**src/rtl/core/idmr_pkg.sv**
```systemverilog
// ---------------------------------------------------------------------------
// idmr_pkg: shared types and constants
// Widths, configuration register indexes and the configuration bundle used
// by the int8 dense MAC / requantize core.
// ---------------------------------------------------------------------------
`default_nettype none

package idmr_pkg;

    // accumulator and field widths
    localparam int ACC_W    = 48;
    localparam int SCALER_W = 31;
    localparam int CFG_W    = 31;
    localparam int IDX_W    = 2;

    // configuration register indexes
    typedef enum logic [IDX_W-1:0] {
        REG_SCALER = 2'd0,
        REG_ZERO_POINT = 2'd1,
        REG_RELU = 2'd2,
        REG_QUANT_MODE = 2'd3
    } reg_index_t;

    // live configuration seen by the requantize side
    typedef struct packed {
        logic [SCALER_W-1:0] scaler;
        logic signed [7:0]   zero_point;
        logic                relu;
        logic                quant_mode;
    } cfg_t;

endpackage

`default_nettype wire

```
**src/rtl/core/int8_dense_mac_requantize_core.sv**
```systemverilog
// ---------------------------------------------------------------------------
// int8_dense_mac_requantize_core: int8 dense-layer MAC with requantization
// Streams weight/activation pairs of output neurons and returns the raw sum
// and the requantized int8 value of each neuron.
// ---------------------------------------------------------------------------
// The front end accepts one weight/activation pair every cycle while full is
// low; the multiply-accumulate is combinational into a registered running
// sum. Each pair marked last places its 48-bit sum in a QUEUE_DEPTH-entry
// queue. The back end takes one sum at a time and takes no new sum until
// its result is popped: in quantized mode a bit-serial divider forms the
// quotient bit by bit; in raw mode the sum goes straight to the result.
// Runs long enough for the back end to keep up stream at one pair per
// cycle; short runs back up into full once the queue is filled.
// Configuration writes take effect at once and are meant for idle periods.
// ---------------------------------------------------------------------------
`default_nettype none

module int8_dense_mac_requantize_core
    import idmr_pkg::*;
#(
    parameter int QUEUE_DEPTH = 4
)
(
    input  wire logic               clk,
    input  wire logic               rst_n,
    // configuration write port
    input  wire logic               cfg_write,
    input  wire logic [IDX_W-1:0]   cfg_index,
    input  wire logic [CFG_W-1:0]   cfg_data,
    // request side
    input  wire logic               push,
    output logic                    full,
    input  wire logic signed [7:0]  weight,
    input  wire logic signed [7:0]  activation,
    input  wire logic signed [15:0] bias,
    input  wire logic signed [31:0] zero_point_sum,
    input  wire logic               first,
    input  wire logic               last,
    // result side
    output logic                    empty,
    input  wire logic               pop,
    output logic signed [ACC_W-1:0] raw_sum,
    output logic signed [7:0]       output_value
);

    cfg_t             cfg_reg;
    logic             accept;
    logic             sum_push;
    logic [ACC_W-1:0] sum_data;
    logic             q_pop;
    logic             q_empty;
    logic [ACC_W-1:0] q_data;

    // configuration registers
    always_ff @(posedge clk or negedge rst_n)
    begin
        if (!rst_n)
        begin
            cfg_reg.scaler     <= SCALER_W'(1);
            cfg_reg.zero_point <= '0;
            cfg_reg.relu       <= 1'b0;
            cfg_reg.quant_mode <= 1'b1;
        end
        else if (cfg_write)
        begin
            case (reg_index_t'(cfg_index))
                REG_SCALER:     cfg_reg.scaler     <= cfg_data[SCALER_W-1:0];
                REG_ZERO_POINT: cfg_reg.zero_point <= cfg_data[7:0];
                REG_RELU:       cfg_reg.relu       <= cfg_data[0];
                REG_QUANT_MODE: cfg_reg.quant_mode <= cfg_data[0];
                default:        cfg_reg            <= cfg_reg;
            endcase
        end
    end

    assign accept = push && !full;

    // front end
    idmr_mac u_mac (
        .clk            (clk),
        .rst_n          (rst_n),
        .accept         (accept),
        .weight         (weight),
        .activation     (activation),
        .bias           (bias),
        .zero_point_sum (zero_point_sum),
        .first          (first),
        .last           (last),
        .sum_push       (sum_push),
        .sum_data       (sum_data)
    );

    // queue between front and back
    idmr_queue #(
        .DEPTH (QUEUE_DEPTH)
    ) u_queue (
        .clk     (clk),
        .rst_n   (rst_n),
        .wr_en   (sum_push),
        .wr_data (sum_data),
        .rd_en   (q_pop),
        .rd_data (q_data),
        .full    (full),
        .empty   (q_empty)
    );

    // back end
    idmr_requant u_requant (
        .clk          (clk),
        .rst_n        (rst_n),
        .cfg          (cfg_reg),
        .q_empty      (q_empty),
        .q_data       (q_data),
        .q_pop        (q_pop),
        .raw_sum      (raw_sum),
        .output_value (output_value),
        .empty        (empty),
        .pop          (pop)
    );

endmodule

`default_nettype wire

```
**src/rtl/core/idmr_mac.sv**
```systemverilog
// ---------------------------------------------------------------------------
// idmr_mac: multiply-accumulate front end
// Takes one weight/activation pair per cycle while accept is high, keeps the
// running sum and hands a run's sum to the result queue on a last pair.
// ---------------------------------------------------------------------------
`default_nettype none

module idmr_mac
    import idmr_pkg::*;
(
    input  wire logic                    clk,
    input  wire logic                    rst_n,
    input  wire logic                    accept,
    input  wire logic signed [7:0]       weight,
    input  wire logic signed [7:0]       activation,
    input  wire logic signed [15:0]      bias,
    input  wire logic signed [31:0]      zero_point_sum,
    input  wire logic                    first,
    input  wire logic                    last,
    output logic                         sum_push,
    output logic [ACC_W-1:0]             sum_data
);

    logic [ACC_W-1:0]   acc_reg;
    logic [ACC_W-1:0]   acc_next;
    logic [ACC_W-1:0]   acc_base;
    logic signed [15:0] prod;

    // signed 8x8 product
    assign prod = weight * activation;

    // run start reloads with bias minus zero-point correction
    always_comb
    begin
        if (first)
        begin
            acc_base = ACC_W'($signed(bias)) - ACC_W'($signed(zero_point_sum));
        end
        else
        begin
            acc_base = acc_reg;
        end
        acc_next = acc_base + ACC_W'($signed(prod));
    end

    always_ff @(posedge clk or negedge rst_n)
    begin
        if (!rst_n)
        begin
            acc_reg <= '0;
        end
        else if (accept)
        begin
            acc_reg <= acc_next;
        end
    end

    // hand off on last pair
    assign sum_push = accept && last;
    assign sum_data = acc_next;

endmodule

`default_nettype wire

```
**src/rtl/core/idmr_queue.sv**
```systemverilog
// ---------------------------------------------------------------------------
// idmr_queue: short result queue
// Small register FIFO of finished accumulator sums between the MAC front
// end and the requantize back end.
// ---------------------------------------------------------------------------
`default_nettype none

module idmr_queue
    import idmr_pkg::*;
#(
    parameter int DEPTH = 4
)
(
    input  wire logic             clk,
    input  wire logic             rst_n,
    input  wire logic             wr_en,
    input  wire logic [ACC_W-1:0] wr_data,
    input  wire logic             rd_en,
    output logic [ACC_W-1:0]      rd_data,
    output logic                  full,
    output logic                  empty
);

    localparam int PTR_W = $clog2(DEPTH);
    localparam int CNT_W = $clog2(DEPTH + 1);

    logic [ACC_W-1:0] mem_reg [DEPTH];
    logic [PTR_W-1:0] wr_ptr_reg;
    logic [PTR_W-1:0] rd_ptr_reg;
    logic [CNT_W-1:0] count_reg;
    logic             do_wr;
    logic             do_rd;

    assign full  = (count_reg == CNT_W'(DEPTH));
    assign empty = (count_reg == '0);
    assign do_wr = wr_en && !full;
    assign do_rd = rd_en && !empty;
    assign rd_data = mem_reg[rd_ptr_reg];

    // storage
    always_ff @(posedge clk)
    begin
        if (do_wr)
        begin
            mem_reg[wr_ptr_reg] <= wr_data;
        end
    end

    // pointers and fill count
    always_ff @(posedge clk or negedge rst_n)
    begin
        if (!rst_n)
        begin
            wr_ptr_reg <= '0;
            rd_ptr_reg <= '0;
            count_reg  <= '0;
        end
        else
        begin
            if (do_wr)
            begin
                wr_ptr_reg <= (wr_ptr_reg == PTR_W'(DEPTH - 1)) ? '0 : wr_ptr_reg + 1'b1;
            end
            if (do_rd)
            begin
                rd_ptr_reg <= (rd_ptr_reg == PTR_W'(DEPTH - 1)) ? '0 : rd_ptr_reg + 1'b1;
            end
            if (do_wr && !do_rd)
            begin
                count_reg <= count_reg + 1'b1;
            end
            else if (do_rd && !do_wr)
            begin
                count_reg <= count_reg - 1'b1;
            end
        end
    end

endmodule

`default_nettype wire

```
**src/rtl/core/idmr_requant.sv**
```systemverilog
// ---------------------------------------------------------------------------
// idmr_requant: requantize back end
// Pulls one sum from the queue; in quantized mode it divides its magnitude
// by the scaler one quotient bit per cycle and applies ReLU and zero point;
// it holds the result until it is popped.
// ---------------------------------------------------------------------------
`default_nettype none

module idmr_requant
    import idmr_pkg::*;
(
    input  wire logic               clk,
    input  wire logic               rst_n,
    input  wire cfg_t               cfg,
    input  wire logic               q_empty,
    input  wire logic [ACC_W-1:0]   q_data,
    output logic                    q_pop,
    output logic signed [ACC_W-1:0] raw_sum,
    output logic signed [7:0]       output_value,
    output logic                    empty,
    input  wire logic               pop
);

    localparam int BIT_W = $clog2(ACC_W);

    typedef enum logic [1:0] {
        ST_IDLE,
        ST_DIV,
        ST_HOLD
    } state_t;

    state_t              state_reg;
    logic [ACC_W-1:0]    raw_reg;
    logic [7:0]          value_reg;
    logic [ACC_W-1:0]    quo_reg;
    logic [SCALER_W-1:0] rem_reg;
    logic [BIT_W-1:0]    bit_reg;
    logic                neg_reg;

    logic [SCALER_W-1:0] divisor;
    logic [ACC_W-1:0]    mag;
    logic [SCALER_W:0]   rem_sh;
    logic [SCALER_W:0]   rem_diff;
    logic                take;
    logic [ACC_W-1:0]    quo_next;
    logic [7:0]          qv;
    logic                positive;
    logic [7:0]          value_next;

    // zero scaler acts as one
    assign divisor = (cfg.scaler == '0) ? SCALER_W'(1) : cfg.scaler;
    assign mag     = q_data[ACC_W-1] ? (ACC_W'(0) - q_data) : q_data;

    // one restoring division step
    assign rem_sh   = {rem_reg, quo_reg[ACC_W-1]};
    assign rem_diff = rem_sh - {1'b0, divisor};
    assign take     = (rem_sh >= {1'b0, divisor});
    assign quo_next = {quo_reg[ACC_W-2:0], take};

    // final value from the completed quotient
    always_comb
    begin
        positive = !neg_reg && (quo_next != '0);
        qv       = neg_reg ? (8'd0 - quo_next[7:0]) : quo_next[7:0];
        if (cfg.relu && !positive)
        begin
            value_next = cfg.zero_point;
        end
        else
        begin
            value_next = qv + cfg.zero_point;
        end
    end

    assign q_pop = (state_reg == ST_IDLE) && !q_empty;

    // control and datapath registers
    always_ff @(posedge clk or negedge rst_n)
    begin
        if (!rst_n)
        begin
            state_reg <= ST_IDLE;
            bit_reg   <= '0;
            raw_reg   <= '0;
            value_reg <= '0;
            quo_reg   <= '0;
            rem_reg   <= '0;
            neg_reg   <= 1'b0;
        end
        else
        begin
            case (state_reg)
                ST_IDLE:
                begin
                    if (!q_empty)
                    begin
                        raw_reg <= q_data;
                        neg_reg <= q_data[ACC_W-1];
                        quo_reg <= mag;
                        rem_reg <= '0;
                        bit_reg <= '0;
                        if (cfg.quant_mode)
                        begin
                            state_reg <= ST_DIV;
                        end
                        else
                        begin
                            value_reg <= '0;
                            state_reg <= ST_HOLD;
                        end
                    end
                end
                ST_DIV:
                begin
                    quo_reg <= quo_next;
                    rem_reg <= take ? rem_diff[SCALER_W-1:0] : rem_sh[SCALER_W-1:0];
                    bit_reg <= bit_reg + 1'b1;
                    if (bit_reg == BIT_W'(ACC_W - 1))
                    begin
                        value_reg <= value_next;
                        state_reg <= ST_HOLD;
                    end
                end
                ST_HOLD:
                begin
                    if (pop)
                    begin
                        state_reg <= ST_IDLE;
                    end
                end
                default:
                begin
                    state_reg <= ST_IDLE;
                end
            endcase
        end
    end

    assign empty        = (state_reg != ST_HOLD);
    assign raw_sum      = raw_reg;
    assign output_value = value_reg;

endmodule

`default_nettype wire
```
**config.mk**
```make
export PLATFORM = sky130hd
export DESIGN_NAME = int8_dense_mac_requantize_core
export DESIGN_NICKNAME = d
export VERILOG_FILES = /design/src/rtl/core/idmr_pkg.sv /design/src/rtl/core/int8_dense_mac_requantize_core.sv /design/src/rtl/core/idmr_mac.sv /design/src/rtl/core/idmr_queue.sv /design/src/rtl/core/idmr_requant.sv
export SDC_FILE = /design/constraint.sdc
export NUM_CORES = 1
export LEC_CHECK = 0
export BUFFER_PORTS_ARGS = -buffer_cell sky130_fd_sc_hd__buf_2
export CORE_AREA = 5 5 325 168
export CTS_CLUSTER_SIZE = 20
export DETAILED_ROUTE_END_ITERATION = 10
export DIE_AREA = 0 0 330 173
export GPL_ROUTABILITY_DRIVEN = 1
export MAX_ROUTING_LAYER = met4
export PLACE_DENSITY = 0.8
export SKIP_CTS_REPAIR_TIMING = 1
export SYNTH_ARGS = -nofsm -noshare
export SYNTH_HDL_FRONTEND = slang
export SYNTH_SLANG_ARGS = --single-unit
```
**constraint.sdc**
```tcl
create_clock -name clk -period 9.18 [get_ports clk]
set_input_delay 0.459 -clock clk [delete_from_list [all_inputs] [get_ports clk]]
set_output_delay 0.459 -clock clk [all_outputs]
set_load 0.01 [all_outputs]
```
==> results of run 1 <==
## metrics by stage
stage | hold WS, ps | std cells
after floorplan | 163 | 2693
final | 110 | 3548
after detailed placement | 459 | 3471
after CTS | -97.6 | 3546
after global routing | 103 | 3548
after global placement | 454 | 3471
## cell type report
type	instances	area share
clock buffers	46	0.0349
inverters	217	0.0270
repair buffers	185	0.0335
multi-input cells	1939	0.476
clock inverters	29	0.0103
well taps	701	0.0291
flip-flops and latches	431	0.389
## final timing paths
kind                       slack [ps]                               endpoint                         startpoint  cells past startpoint
setup reg to reg                 1470  u_requant.output_value[7]$_DFFE_PN0P_            cfg_reg[24]$_DFFE_PN0P_                     28
max in group asynchronous        7410                cfg_reg[27]$_DFFE_PN0P_                              rst_n                      3
hold reg to reg                   470      u_requant.raw_sum[31]$_DFFE_PN0P_  u_requant.raw_sum[31]$_DFFE_PN0P_                      2
setup / recovery                 1470  u_requant.output_value[7]$_DFFE_PN0P_            cfg_reg[24]$_DFFE_PN0P_                     28
hold / removal                    110                cfg_reg[28]$_DFFE_PN0P_                       cfg_data[18]                      3
min in group asynchronous         470       u_requant.raw_sum[5]$_DFFE_PN0P_                              rst_n                      2
## cells in the final DEF, fill, tap and decap left out, types with 13 or more instances in the layout
master / synthesis / layout
and3_1: 21 / 17
nor4_1: 22 / 22
mux2_2: 48 / 48
a31oi_1: 22 / 22
mux2i_1: 13 / 13
a22o_1: 18 / 18
buf_4: 4 / 21
nand2b_1: 20 / 20
edfxtp_1: 192 / 192
and2_1: 54 / 54
o22ai_1: 74 / 74
ha_1: 155 / 155
nand3_1: 27 / 27
o21bai_1: 31 / 31
a21o_1: 52 / 52
o21ai_0: 150 / 149
clkbuf_16: 0 / 41
nand4_1: 25 / 25
buf_2: 7 / 160
fa_1: 60 / 60
o21a_1: 15 / 15
nor2_1: 144 / 142
xnor2_1: 96 / 96
xor2_1: 72 / 72
mux4_2: 47 / 47
a21oi_1: 173 / 173
nand2_1: 385 / 384
nor3_1: 21 / 21
dfrtp_1: 237 / 235
o31ai_1: 14 / 14
inv_1: 216 / 215
nor2b_1: 21 / 20
## metal layers
layer | global-route usage | up-vias | routed length, microns | share of wire
met1 | 0.383 | 10600 | 33100 | 0.46
met2 | 0.366 | 926 | 31300 | 0.44
li1 | - | 9816 | - | -
met3 | 0.0458 | 108 | 6250 | 0.087
met5 | - | - | 0 | 0
met4 | 0.0462 | 0 | 1230 | 0.017
## kinds of logic (layout without fill, tap and decap cells)
logic type | count (synthesis) | in the layout
AO/OA/AOI/OAI | 659 | 659
XOR/XNOR | 172 | 172
adder cells (fa/ha/maj) | 215 | 215
buffers and inverters | 323 | 477
flip-flops | 431 | 431
multiplexers | 109 | 109
AND/OR/NAND/NOR | 784 | 784
## worst min-delay path: cells and delay by family
kind	cells	cell delay [ps]
AOI/OAI and AO/OA	1	60
and+or+nand+nor	1	40
buffers and inverters	1	70
==> impl_results.md, run 1 <==
- Filler cells: 4246
- Synth Area in Compound Gates: 0.157
- Slew Viols, Final: 0
- Die X: 330 microns
- XOR/XNOR Fraction of Synth Area: 0.0566
- Post-synthesis register bit count: 431
- Final WS setup: 1470 ps
- Post-Route Utilization: 0.588
- Mapped Cells: 2693
- Fin crit share: 0.840
- Die Ht: 173 microns
- Antenna Cells: 0
- Largest family of logic cells by synthesized area: compound AO/OA/AOI/OAI gates
- Starting Density: 0.533
- Mapped Area: 27300 sq um
- DRC: 0
- Antenna-violating nets left: 0
- Min-Delay Path Class: in2reg
- Tot GR Track Use: 0.255
- Final wirelength: 71900 microns
- Final Skew: 28.5 ps
- H-tree Lvls: 2
- Critical Path RT: 9640 ps
- Share of cells above drive strength 1: 0.143
- CTS root buffer: clkbuf_16
- Port bufs: 161
- Vias post-DR: 21500
- TritonCTS buffer count: 41
- FP Rows: 59
- Startpoint types: flip-flop
- Clk Latency, worst-skew pair: 560 ps
- Setup-failing EPs final: 0
- Vias/cell: 6.06
- Delay-heaviest family, CP: compound AO/OA/AOI/OAI gates
- Multi-input logic area: 14400 sq um
- Worst path slowest cell: a32o_2
- Synth async-reset ratio: 0.555
- RSZ-0062 raised after global routing: no
- First-pass GRT wire length: 115000 microns
- Yosys cell types: 99
- Worst Path Arrival: 8180 ps
- Post-route cell area: 30200 sq um
- TritonCTS clock tree: done
- Max FFs per register: 192
- Initial antenna violation count: 0
- Final hold vios: 0
- Achievable frequency: 130 MHz
- Clock buffer depth: 3
- Post-layout minimum cycle time: 7710 ps
- Register area share after synthesis: 0.430
- Drt wl/cell: 20.3 microns
- Largest net degree at the start of global routing: 160
- Area leader, netlist: dfrtp_1
- CTS clock-pin slew for the worst setup and hold paths: 70 ps
- Setup TNS: 0 ps
- Dpl hpwl: 52700 microns
- Critical path endpoint category: flip-flop
- Global route overflow: 0
- Mapped Nets: 3012
- Placed Area: 28800 sq um
- Area growth syn-to-layout: 10.5%
- RD Place Congestion: 0.980
- Worst path max stage delay: 960 ps
- Main synth FF type: dfrtp_1
- Top post-synthesis cells by count: nand2_1, dfrtp_1, inv_1
- Status: finished clean
- Post-synthesis mux area share: 0.0637
- Buf/Inv on CP: 1
- Clock Sinks: 431
- Most frequent cell after synthesis: nand2_1
- Adder-Cell Fraction of Synth Area: 0.115
- Syn_area_per_cell: 10.1 sq um
- Least-Margin Pin Slew: 1290 ps
- Critical path fanouts, max: 45
- Post-synth top area share: 0.217
- # nets final: 3134
- Register area: 11800 sq um
- Post-synth EDFFs: 192
- Yosys warning total: 0
- Place WS: 1200 ps
- Core Footprint: 51300 sq um
- Max-Slew Margin vs Limit: 0.137
- IO Pins: 162
- Max Cap Violations: 0
- Critical path class: reg2reg
- Iteration-0 DRC Markers: 2499
- DIE AREA: 57100 sq um
- Drt pass-1 iters: 6
- Simple-Gate Fraction of Synth Area: 0.132
- Vias in the first global route: 20800
- Main area contributors after synthesis: dfrtp_1, edfxtp_1, ha_1, nand2_1, fa_1
Power of run 1 is left out: the tool's default activity adds up to more than one toggle a clock period on the data nets, which glitch-free logic cannot reach.
==> run 2, diff against run 1 <==
- PLACE_DENSITY: 0.8 -> 0.83
- clock period: 9.18 -> 6.7 ns (I/O delays scaled with it)
==> impl_results.md, run 2 (synthesis gave the netlist of run 1 again) <==
- Clock Sinks: 431
- Antenna Cells: 0
- Antenna-violating nets left: 0
- Clk Latency, worst-skew pair: 580 ps
- RSZ-0062 raised after global routing: yes
- Iteration-0 DRC Markers: 2686
- Core Footprint: 51300 sq um
- Worst path slowest cell: fa_1
- Most frequent cells in the layout: nand2_1, dfrtp_1, inv_1
- Max-Slew Margin vs Limit: 0.0377
- Vias post-DR: 22500
- CTS clock-pin slew for the worst setup and hold paths: 70 ps
- RD Place Congestion: 0.990
- Post-Route Utilization: 0.628
- Commonest non-fill, non-tap cell in the layout: nand2_1
- H-tree Lvls: 2
- Final Skew: 28.6 ps
- Placed Area: 30300 sq um
- Critical path class: in2reg
- Clock buffer depth: 3
- Largest net degree at the start of global routing: 175
- Setup TNS: 0 ps
- Share of cells above drive strength 1: 0.214
- Critical path endpoint category: flip-flop
- Starting Density: 0.533
- Startpoint types: primary input
- Worst Path Arrival: 6830 ps
- Die X: 330 microns
- Die Ht: 173 microns
- Status: finished, violations left
- Slew Viols, Final: 0
- # nets final: 3329
- Post-route cell area: 32200 sq um
- Least-Margin Pin Slew: 1430 ps
- TritonCTS buffer count: 40
- Post-layout minimum cycle time: 6490 ps
- Final wirelength: 77900 microns
- Min-Delay Path Class: in2reg
- First-pass GRT wire length: 123000 microns
- Global route overflow: 0
- Drt pass-1 iters: 6
- Final hold vios: 8
- Area growth syn-to-layout: 17.9%
- Tot GR Track Use: 0.273
- Setup-failing EPs final: 0
- Failing checks: hold timing
- Critical Path RT: 7030 ps
- CTS root buffer: clkbuf_16
- DIE AREA: 57100 sq um
- Drt wl/cell: 20.8 microns
- Dpl hpwl: 56800 microns
- Max Cap Violations: 0
- Hold_ws: -18.8 ps
- FP Rows: 59
- Worst path max stage delay: 540 ps
- Port bufs: 161
- Achievable frequency: 154 MHz
- Critical path fanouts, max: 7
- Vias/cell: 6.00
- Fin crit share: 0.969
- TritonCTS clock tree: done
- Max FFs per register: 192
- Initial antenna violation count: 0
- DRC: 0
- IO Pins: 162
- Vias in the first global route: 22200
-- run 2: final cells by class --
cell class              instances  area, sq um
clock inverters                22          245
multi-input cells            1939        14800
well taps                     701          877
inverters                     217          815
fillers                      3962        19100
clock buffers                  52         1130
repair buffers                381         2560
flip-flops and latches        431        11800
-- run 2: critical path, delay by kind of cell --
kind	cells	cell delay (ps)
adder cells (fa/ha/maj)	6	2690
AO/OA/AOI/OAI	13	2560
buffers and inverters	8	810
XOR/XNOR	2	250
AND/OR/NAND/NOR	1	170
-- run 2: worst paths after layout --
path,from,endpoint,slack [ps],cells after the start
hold reg to reg,u_requant.raw_sum[24]$_DFFE_PN0P_,u_requant.raw_sum[24]$_DFFE_PN0P_,480,2
max in group asynchronous,rst_n,cfg_reg[38]$_DFFE_PN0P_,4990,3
setup / recovery,weight[3],u_queue.mem_reg[0][32]$_DFFE_PP_,210,30
setup reg to reg,cfg_reg[28]$_DFFE_PN0P_,u_requant.output_value[7]$_DFFE_PN0P_,270,28
hold / removal,cfg_data[20],cfg_reg[30]$_DFFE_PN0P_,-20,3
min in group asynchronous,rst_n,u_requant.quo_reg[7]$_DFFE_PN0P_,310,2
-- run 2: per-stage QoR --
| stage | cells | setup WS (ps) |
|---|---|---|
| after floorplan | 2693 | 6.47 |
| after global placement | 3645 | -387 |
| after detailed placement | 3645 | -667 |
| after CTS | 3719 | -105 |
| after global routing | 3743 | -72.0 |
| final | 3743 | 207 |
-- run 2: routing by layer --
metal  up-vias  track usage  part of all wire
met5         -            -                 0
met4         0       0.0433             0.014
met3       104       0.0467             0.087
met2      1019        0.403              0.45
met1     11100        0.406              0.45
li1      10200            -                 -
Power of run 2 is left out for the same reason.
